==> config.mk <==
export PLATFORM = sky130hd
export DESIGN_NAME = ir_pulse_to_symbol_packer
export DESIGN_NICKNAME = d
export VERILOG_FILES = /design/src/hw/rtl/irp_pkg.sv /design/src/hw/rtl/irp_ctrl.sv /design/src/hw/rtl/irp_datapath.sv /design/src/hw/rtl/ir_pulse_to_symbol_packer.sv
export SDC_FILE = /design/constraint.sdc
export NUM_CORES = 1
export LEC_CHECK = 0
export BUFFER_PORTS_ARGS = -buffer_cell sky130_fd_sc_hd__buf_2
export CAP_MARGIN = 0
export CORE_ASPECT_RATIO = 1.4
export CORE_MARGIN = 2
export CORE_UTILIZATION = 30
export DETAILED_ROUTE_END_ITERATION = 6
export PLACE_DENSITY = 0.53
export REMOVE_ABC_BUFFERS = 1
export SYNTH_ARGS = -nofsm -noshare
export SYNTH_HDL_FRONTEND = slang
export SYNTH_SLANG_ARGS = --single-unit
==> constraint.sdc <==
create_clock -name clk -period 10.25 [get_ports clk]
set_input_delay 1.5375 -clock clk [delete_from_list [all_inputs] [get_ports clk]]
set_output_delay 1.5375 -clock clk [all_outputs]
set_load 0.01 [all_outputs]
==> src/hw/rtl/irp_pkg.sv <==
`timescale 1ns / 1ps
`default_nettype none

package irp_pkg;

  // Sizes of the pair table and of the chunking.
  localparam int PAIR_ENTRIES = 16;
  localparam int CHUNK_MAX    = 32767;
  localparam int MAX_RESULTS  = 4;

  localparam int IDX_W     = 4;
  localparam int DUR_W     = 16;
  localparam int HALF_W    = 15;
  localparam int LIMIT_W   = 12;
  localparam logic [LIMIT_W-1:0] LIMIT_RESET = 12'd1280;

  localparam int ADDR_W = (PAIR_ENTRIES > 1) ? $clog2(PAIR_ENTRIES) : 1;

  // Worst case number of chunks in one half, which is also the worst case
  // number of symbols that one element completes.
  localparam int HALF_CHUNKS_MAX = (65535 + CHUNK_MAX - 1) / CHUNK_MAX;
  localparam int STEP_W = $clog2(HALF_CHUNKS_MAX + 2);
  localparam int TOT_W  = ((STEP_W > LIMIT_W) ? STEP_W : LIMIT_W) + 1;

  localparam int CNT_W  = $clog2(MAX_RESULTS + 1);
  localparam int RIDX_W = $clog2(MAX_RESULTS);

  // One output symbol.
  typedef struct packed {
    logic              lvl_first;
    logic [HALF_W-1:0] dur_first;
    logic              lvl_second;
    logic [HALF_W-1:0] dur_second;
  } sym_t;

  // Commands from the controller to the datapath.
  typedef struct packed {
    logic capture;
    logic load;
    logic scan;
    logic decide;
    logic pop;
  } cmd_t;

  // Status from the datapath to the controller.
  typedef struct packed {
    logic code_failed;
    logic scan_done;
    logic buf_nonempty;
    logic buf_last;
  } stat_t;

endpackage

`default_nettype wire

==> src/hw/rtl/irp_ctrl.sv <==
`timescale 1ns / 1ps
`default_nettype none

module irp_ctrl (
  input  wire logic          clk,
  input  wire logic          rst,
  input  wire logic          in_valid,
  input  wire logic          in_mode,
  output logic               in_ready,
  output logic               out_valid,
  input  wire logic          out_ready,
  input  wire irp_pkg::stat_t stat,
  output irp_pkg::cmd_t      cmd
);
  import irp_pkg::*;

  localparam logic [2:0] S_IDLE   = 3'd0;
  localparam logic [2:0] S_LOAD   = 3'd1;
  localparam logic [2:0] S_SCAN   = 3'd2;
  localparam logic [2:0] S_DECIDE = 3'd3;
  localparam logic [2:0] S_EMIT   = 3'd4;

  logic [2:0] state;
  logic [2:0] state_next;

  // State register.
  always_ff @(posedge clk) begin
    if (rst) begin
      state <= S_IDLE;
    end else begin
      state <= state_next;
    end
  end

  // Next state, handshakes and datapath commands.
  always_comb begin
    state_next  = state;
    in_ready    = 1'b0;
    out_valid   = 1'b0;
    cmd         = '0;
    case (state)
      S_IDLE: begin
        in_ready    = 1'b1;
        cmd.capture = in_valid;
        if (in_valid && in_mode && !stat.code_failed) begin
          state_next = S_LOAD;
        end
      end
      S_LOAD: begin
        cmd.load   = 1'b1;
        state_next = S_SCAN;
      end
      S_SCAN: begin
        if (stat.scan_done) begin
          state_next = S_DECIDE;
        end else begin
          cmd.scan = 1'b1;
        end
      end
      S_DECIDE: begin
        cmd.decide = 1'b1;
        state_next = S_EMIT;
      end
      S_EMIT: begin
        out_valid = stat.buf_nonempty;
        if (!stat.buf_nonempty) begin
          state_next = S_IDLE;
        end else if (out_ready) begin
          cmd.pop = 1'b1;
          if (stat.buf_last) begin
            state_next = S_IDLE;
          end
        end
      end
      default: begin
        state_next = S_IDLE;
      end
    endcase
  end

endmodule

`default_nettype wire

==> src/hw/rtl/irp_datapath.sv <==
`timescale 1ns / 1ps
`default_nettype none

module irp_datapath (
  input  wire logic                        clk,
  input  wire logic                        rst,
  input  wire irp_pkg::cmd_t               cmd,
  output irp_pkg::stat_t                   stat,
  input  wire logic                        cfg_we,
  input  wire logic [irp_pkg::LIMIT_W-1:0] cfg_data,
  input  wire logic                        in_mode,
  input  wire logic [irp_pkg::IDX_W-1:0]   in_index,
  input  wire logic [irp_pkg::DUR_W-1:0]   in_on,
  input  wire logic [irp_pkg::DUR_W-1:0]   in_off,
  input  wire logic                        in_last,
  output irp_pkg::sym_t                    out_sym,
  output logic                             out_eoc,
  output logic                             out_ovf
);
  import irp_pkg::*;

  localparam logic [DUR_W-1:0] CHUNK_V = DUR_W'(CHUNK_MAX);

  // Pair table: on time in the low half, off time in the high half.
  logic [2*DUR_W-1:0] mem [PAIR_ENTRIES];
  logic [2*DUR_W-1:0] rd_data;

  logic [LIMIT_W-1:0] limit;
  logic               half_pending;
  logic               held_level;
  logic [HALF_W-1:0]  held_duration;
  logic [LIMIT_W-1:0] symbols_emitted;
  logic               code_failed;

  logic               last_r;
  logic               in_range_r;
  logic [DUR_W-1:0]   rem_on;
  logic [DUR_W-1:0]   rem_off;
  logic [STEP_W-1:0]  step_sym;
  sym_t               sbuf [MAX_RESULTS];
  logic [CNT_W-1:0]   count;
  logic [RIDX_W-1:0]  rd_idx;
  logic               ovf_r;

  logic [31:0]        idx_wide;
  logic [ADDR_W-1:0]  addr;
  logic               in_range;
  logic [DUR_W-1:0]   rem_cur;
  logic               cur_level;
  logic [DUR_W-1:0]   chunk;
  logic [TOT_W-1:0]   total;
  logic [TOT_W-1:0]   flush_total;
  logic               room;

  // Table address and range check.
  assign idx_wide = 32'(in_index);
  assign addr     = idx_wide[ADDR_W-1:0];
  assign in_range = idx_wide < 32'(PAIR_ENTRIES);

  // The mark is cut up first, then the space.
  assign cur_level   = (rem_on != '0);
  assign rem_cur     = cur_level ? rem_on : rem_off;
  assign chunk       = (rem_cur > CHUNK_V) ? CHUNK_V : rem_cur;
  assign total       = TOT_W'(symbols_emitted) + TOT_W'(step_sym);
  assign flush_total = total + TOT_W'(half_pending);
  assign room        = count < CNT_W'(MAX_RESULTS);

  // Status for the controller.
  assign stat.code_failed  = code_failed;
  assign stat.scan_done    = (rem_on == '0) && (rem_off == '0);
  assign stat.buf_nonempty = (count != '0);
  assign stat.buf_last     = (CNT_W'(rd_idx) + CNT_W'(1)) == count;

  // Result presented to the output channel.
  assign out_sym = sbuf[rd_idx];
  assign out_eoc = stat.buf_last && (last_r || ovf_r);
  assign out_ovf = ovf_r;

  // Table write and registered table read.
  always_ff @(posedge clk) begin
    if (cmd.capture) begin
      if (!in_mode && in_range) begin
        mem[addr] <= {in_off, in_on};
      end
      rd_data <= mem[addr];
    end
  end

  // Per element working registers and result buffer.
  always_ff @(posedge clk) begin
    if (rst) begin
      count  <= '0;
      rd_idx <= '0;
      ovf_r  <= 1'b0;
    end else begin
      if (cmd.capture) begin
        last_r     <= in_last;
        in_range_r <= in_range;
      end
      if (cmd.load) begin
        rem_on   <= in_range_r ? rd_data[DUR_W-1:0] : '0;
        rem_off  <= in_range_r ? rd_data[2*DUR_W-1:DUR_W] : '0;
        step_sym <= '0;
        count    <= '0;
        rd_idx   <= '0;
        ovf_r    <= 1'b0;
      end
      if (cmd.scan) begin
        if (cur_level) begin
          rem_on <= rem_on - chunk;
        end else begin
          rem_off <= rem_off - chunk;
        end
        if (half_pending) begin
          step_sym <= step_sym + STEP_W'(1);
          if (room) begin
            sbuf[count[RIDX_W-1:0]] <= '{held_level, held_duration, cur_level,
                                         chunk[HALF_W-1:0]};
            count <= count + CNT_W'(1);
          end
        end
      end
      if (cmd.decide) begin
        if (total >= TOT_W'(limit)) begin
          sbuf[0] <= '0;
          count   <= CNT_W'(1);
          ovf_r   <= 1'b1;
        end else if (last_r) begin
          if (flush_total == '0) begin
            sbuf[0] <= '0;
            count   <= CNT_W'(1);
          end else if (half_pending && room) begin
            sbuf[count[RIDX_W-1:0]] <= '{held_level, held_duration, 1'b0, '0};
            count <= count + CNT_W'(1);
          end
        end
      end
      if (cmd.pop) begin
        rd_idx <= rd_idx + RIDX_W'(1);
      end
    end
  end

  // Code state and the symbol limit register.
  always_ff @(posedge clk) begin
    if (rst) begin
      limit           <= LIMIT_RESET;
      half_pending    <= 1'b0;
      held_level      <= 1'b0;
      held_duration   <= '0;
      symbols_emitted <= '0;
      code_failed     <= 1'b0;
    end else begin
      if (cfg_we) begin
        limit <= cfg_data;
      end
      // A dropped code ends with its last element.
      if (cmd.capture && in_mode && code_failed && in_last) begin
        half_pending    <= 1'b0;
        held_level      <= 1'b0;
        held_duration   <= '0;
        symbols_emitted <= '0;
        code_failed     <= 1'b0;
      end
      if (cmd.scan) begin
        if (!half_pending) begin
          held_level    <= cur_level;
          held_duration <= chunk[HALF_W-1:0];
          half_pending  <= 1'b1;
        end else begin
          half_pending <= 1'b0;
        end
      end
      if (cmd.decide) begin
        if (last_r) begin
          half_pending    <= 1'b0;
          held_level      <= 1'b0;
          held_duration   <= '0;
          symbols_emitted <= '0;
          code_failed     <= 1'b0;
        end else if (total >= TOT_W'(limit)) begin
          code_failed <= 1'b1;
        end else begin
          symbols_emitted <= total[LIMIT_W-1:0];
        end
      end
    end
  end

  // The buffer never holds more than its capacity.
  a_count_cap: assert property (@(posedge clk) disable iff (rst)
    count <= CNT_W'(MAX_RESULTS))
    else $error("result count beyond buffer capacity");

  // An overflow report is always a single result.
  a_ovf_single: assert property (@(posedge clk) disable iff (rst)
    cmd.decide && (total >= TOT_W'(limit)) |=> ovf_r && (count == CNT_W'(1)))
    else $error("overflow report is not a single result");

  // The end of a code leaves nothing pending.
  a_last_clears: assert property (@(posedge clk) disable iff (rst)
    cmd.decide && last_r |=> !half_pending && (symbols_emitted == '0))
    else $error("code state not cleared at end of code");

endmodule

`default_nettype wire

==> src/hw/rtl/ir_pulse_to_symbol_packer.sv <==
// Each sequence element is cut into H chunks (0 to 6) of its pair, one chunk
// per cycle in the scan loop, before its first result; results then leave
// one per cycle while out_ready is high. A new element or table write is
// taken only in the idle state, so an element is not taken before the last
// one's results have all left. Synchronous active-high reset clears the code
// state and sets symbol_limit to 1280; the pair table is not cleared.
`timescale 1ns / 1ps
`default_nettype none

module ir_pulse_to_symbol_packer (
  input  wire logic                        clk,
  input  wire logic                        rst,
  input  wire logic                        cfg_valid,
  output logic                             cfg_ready,
  input  wire logic [irp_pkg::LIMIT_W-1:0] cfg_data,
  input  wire logic                        in_valid,
  output logic                             in_ready,
  input  wire logic                        mode,
  input  wire logic [irp_pkg::IDX_W-1:0]   pair_index,
  input  wire logic [irp_pkg::DUR_W-1:0]   on_duration,
  input  wire logic [irp_pkg::DUR_W-1:0]   off_duration,
  input  wire logic                        last_pair,
  output logic                             out_valid,
  input  wire logic                        out_ready,
  output logic                             level_first,
  output logic [irp_pkg::HALF_W-1:0]       duration_first,
  output logic                             level_second,
  output logic [irp_pkg::HALF_W-1:0]       duration_second,
  output logic                             end_of_code,
  output logic                             overflow
);
  import irp_pkg::*;

  cmd_t  cmd;
  stat_t stat;
  sym_t  sym;

  // The limit register takes a write in any cycle.
  assign cfg_ready = 1'b1;

  irp_ctrl u_ctrl (
    .clk       (clk),
    .rst       (rst),
    .in_valid  (in_valid),
    .in_mode   (mode),
    .in_ready  (in_ready),
    .out_valid (out_valid),
    .out_ready (out_ready),
    .stat      (stat),
    .cmd       (cmd)
  );

  irp_datapath u_datapath (
    .clk      (clk),
    .rst      (rst),
    .cmd      (cmd),
    .stat     (stat),
    .cfg_we   (cfg_valid && cfg_ready),
    .cfg_data (cfg_data),
    .in_mode  (mode),
    .in_index (pair_index),
    .in_on    (on_duration),
    .in_off   (off_duration),
    .in_last  (last_pair),
    .out_sym  (sym),
    .out_eoc  (end_of_code),
    .out_ovf  (overflow)
  );

  // Result fields.
  assign level_first     = sym.lvl_first;
  assign duration_first  = sym.dur_first;
  assign level_second    = sym.lvl_second;
  assign duration_second = sym.dur_second;

endmodule

`default_nettype wire
==> run_results.csv <==
group,metric,value,unit
outcome,outcome,"finished, final reports clean",
placement,dp_hpwl,46.0,mm
clock_network,clockRootBuffer,"clkbuf_16",
worst_setup_path,max_stage_delay,0.76,ns
synthesis,yosysTopAreaCellShare,67.0,%
clock_network,cts-hold-fix-buffers,0,
sta,clock.fmax,0.186,GHz
clock_network,cts_made_buffers,77,
placement,port_buffers,90,
synthesis,seq_area_frac_synth,70.4,%
flow_run,cap_violations,0,
worst_setup_path,end_kind,"register",
sta,setup_tns,0,ns
worst_setup_path,path_buf_inv,1,
synthesis,synth_cells,1803,
synthesis,ys.flop_type,"edfxtp_1",
global_route,grt_overflow_total,0,
synthesis,syn-cell-area,31700,um^2
clock_network,cts_buffer_depth,3,
placement,post-place-cells,3196,
sta,rsz0062_at_grt,"no",
sta,setup_violations,0,
power_and_ir_drop,p_leak,11.9,nW
worst_setup_path,crit_path_top_delay_cell,"o21ai_0",
routing,antenna_left,0,
clock_network,cts_resized,0,
floorplanning,initial_core_util,30.2,%
clock_network,htree_levels,3,
power_and_ir_drop,powerDensity,190,nW/um^2
routing,dr.pass1.iters,6,
sta,whs,0.481,ns
global_route,grt_max_degree,82,
worst_setup_path,worst-endpoint-arrival,5.73,ns
routing,drc,0,
power_and_ir_drop,ir_worst_vdd,120,uV
worst_setup_path,worstPathCellList,"nor4_1 > nand4_1 > o21ai_0 > inv_1 > ha_1 > nor2b_1 > o21a_1 > o21ai_0 > a21oi_1 > a41o_1 > o41a_1 > a2111oi_0 > mux2i_1",
worst_setup_path,critical_path_class,"reg -> reg",
synthesis,synthDistinctLibCells,79,
final_layout,area.growth.synth_to_final,14.8,%
sta,timing.slew.headroom,22.6,%
synthesis,synth_edf_count,708,
clock_network,cts.reportedPaths.clkPinSlew,0.06,ns
sta,hold_violations,0,
clock_network,cts.sink_count,761,
routing,vias,16700,
worst_setup_path,worst_ep_required_time,10.62,ns
placement,placed_area,33900,um^2
min_path,hp-class,"reg -> reg",
global_route,grt.total_usage,13.9,%
clock_network,clk_latency,0.65,ns
synthesis,synth-warning-count,0,
worst_setup_path,startpoint,"u_datapath.rem_on[15]",
global_route,grt_pass1_wl,113,mm
placement,dp_slack,5.01,ns
sta,tightest_slew,1.15,ns
clock_network,cts_tree,"built",
floorplanning,die_x,279,um
floorplanning,io_pins,92,
floorplanning,die_h,389,um
worst_setup_path,critPathMostFrequentCell,"o21ai_0",
final_layout,fin_area,36400,um^2
routing,drt-initial-drc-count,1113,
final_layout,insertedDiodeCount,0,
global_route,grt_antenna_before_repair,9,
sta,setup_slack,4.89,ns
final_layout,nets,2026,
synthesis,synth_top_cell_by_area,"edfxtp_1",
synthesis,synth_area_leaders,"edfxtp_1, mux4_2, dfxtp_1",
worst_setup_path,crit_family,"compound AO/OA/AOI/OAI gates",
sta,post-route-period-util,52.3,%
routing,wirelength,74.8,mm
synthesis,synth-seq-cells,761,
synthesis,avgSynthCellArea,17.6,um^2
min_path,min_from,"u_datapath.held_duration[0]",
routing,wl_per_cell,22.4,um
final_layout,drive_above_1_share,24.2,%
global_route,grt_pass1_vias,17700,
sta,period_needed,5.36,ns
clock_network,postCtsSetupRepairBufs,0,
floorplanning,core,105000,um^2
power_and_ir_drop,power,6.91,mW
floorplanning,die_area,108000,um^2
final_layout,final_core_util,34.6,%
routing,avgViaCountPerCell,5.00,
synthesis,async_reset_ff_share,0,%
worst_setup_path,r2r-start,"u_datapath.rem_on[15]",
final_layout,instances_no_fill,3337,
placement,place.gp.congestion,0.826,
worst_setup_path,critPathMaxFanout,20,
floorplanning,row_count,141,
worst_setup_path,critPathLaunchType,"register",
sta,skew,0.0141,ns
sta,drv_slew,0,
## cells by family after synthesis
group,synth area share [%]
simple gates,6.71
flops,70.4
compound gates,4.22
other cells,0.0118
xor+xnor,0.635
mux,14.2
fa+ha+maj,2.20
buf+inv,1.59
## state kept, by name (all words and copies together), names as in the netlist, named ones only
name,flops
u_datapath.held_level,1
u_datapath.rem_off,16
u_datapath.rd_idx,2
u_datapath.limit,12
u_datapath.rd_data,32
u_datapath.held_duration,15
u_datapath.half_pending,1
u_datapath.mem,512
u_ctrl.state,3
u_datapath.rem_on,16
u_datapath.step_sym,3
u_datapath.last_r,1
u_datapath.out_ovf,1
u_datapath.symbols_emitted,12
u_datapath.code_failed,1
u_datapath.sbuf,128
u_datapath.count,3
## worst register-to-register path, delay by kind of cell, from the launching register on
kind	cells	cell delay (ns)
AND/OR/NAND/NOR	3	1.10
adder cells (fa/ha/maj)	1	0.31
flip-flops	1	0.64
buffers and inverters	1	0.22
multiplexers	1	0.16
AO/OA/AOI/OAI	7	2.65
## synthesized netlist by cell type, types with 4 or more instances
cell      number
edfxtp_1     708
mux4_2       192
nor2_1       135
nand2_1      104
clkbuf_1      68
dfxtp_1       53
ha_1          51
a31oi_1       40
o21ai_0       38
a21oi_1       36
nor3_1        34
inv_1         33
and2_1        21
nand3_1       21
mux2i_1       18
buf_1         17
xnor2_1       15
or3_1         14
nor4_1        13
o21a_1        12
nand2b_1      11
nor2b_1       11
nor3b_1       11
or2_2         10
a211oi_1       8
a21o_1         8
xor2_1         8
a22o_1         7
nor3b_2        7
o211ai_1       7
nand4_1        6
a211o_1        4
a311oi_1       4
buf_2          4
nand3b_1       4
o31ai_1        4
or3b_2         4
## where the power goes
part / internal, mW / switching (mW) / total (mW)
Clock: 1.55 / 1.20 / 2.75
Combinational: 0.244 / 0.370 / 0.614
Sequential: 3.49 / 0.0535 / 3.54
## metal layers
layer | vias to the layer above | share of wire [%] | track usage (%)
li1 | 7471 | - | -
met1 | 8700 | 39 | 16.0
met2 | 397 | 55 | 26.1
met3 | 100 | 4.3 | 2.34
met4 | 6 | 2.1 | 4.44
met5 | - | 0.041 | 0
## cells in the final DEF (no fill, tap or decap), types with 10 or more instances in the layout
master,netlist,routed
a31oi_1,40,40
dfxtp_1,53,52
or2_2,10,10
a21oi_1,36,36
nor3_1,34,28
o21a_1,12,12
buf_2,4,88
nor3b_1,11,10
o21ai_0,38,38
xnor2_1,15,15
nor4_1,13,13
mux4_2,192,192
ha_1,51,51
nor2_1,135,123
nand3_1,21,21
clkinv_1,1,24
nor2b_1,11,11
nor2_4,0,12
inv_1,33,33
buf_4,1,36
and2_1,21,21
nand2b_1,11,11
edfxtp_1,708,708
mux2i_1,18,18
or3_1,14,14
nand2_1,104,104
clkbuf_16,0,79
clkbuf_1,68,16
## final cells by class
class                           instances  area (um^2)
Sequential cell                       761        22300
Tap cell                             1358         1700
Clock buffer                           95         2040
Multi-Input combinational cell        916         9040
Inverter                               34          128
Fill cell                            9927        68700
Timing Repair Buffer                  127          756
Clock inverter                         46          413
## final timing paths
kind                                 endpoint  slack [ns]  cells past startpoint
setup / recovery        u_datapath.rem_on[15]        4.89                     13
hold reg to reg   u_datapath.held_duration[0]        0.48                      2
hold / removal    u_datapath.held_duration[0]        0.48                      2
setup reg to reg        u_datapath.rem_on[15]        4.89                     13
No activity file was read; power rests on OpenSTA's default activity.
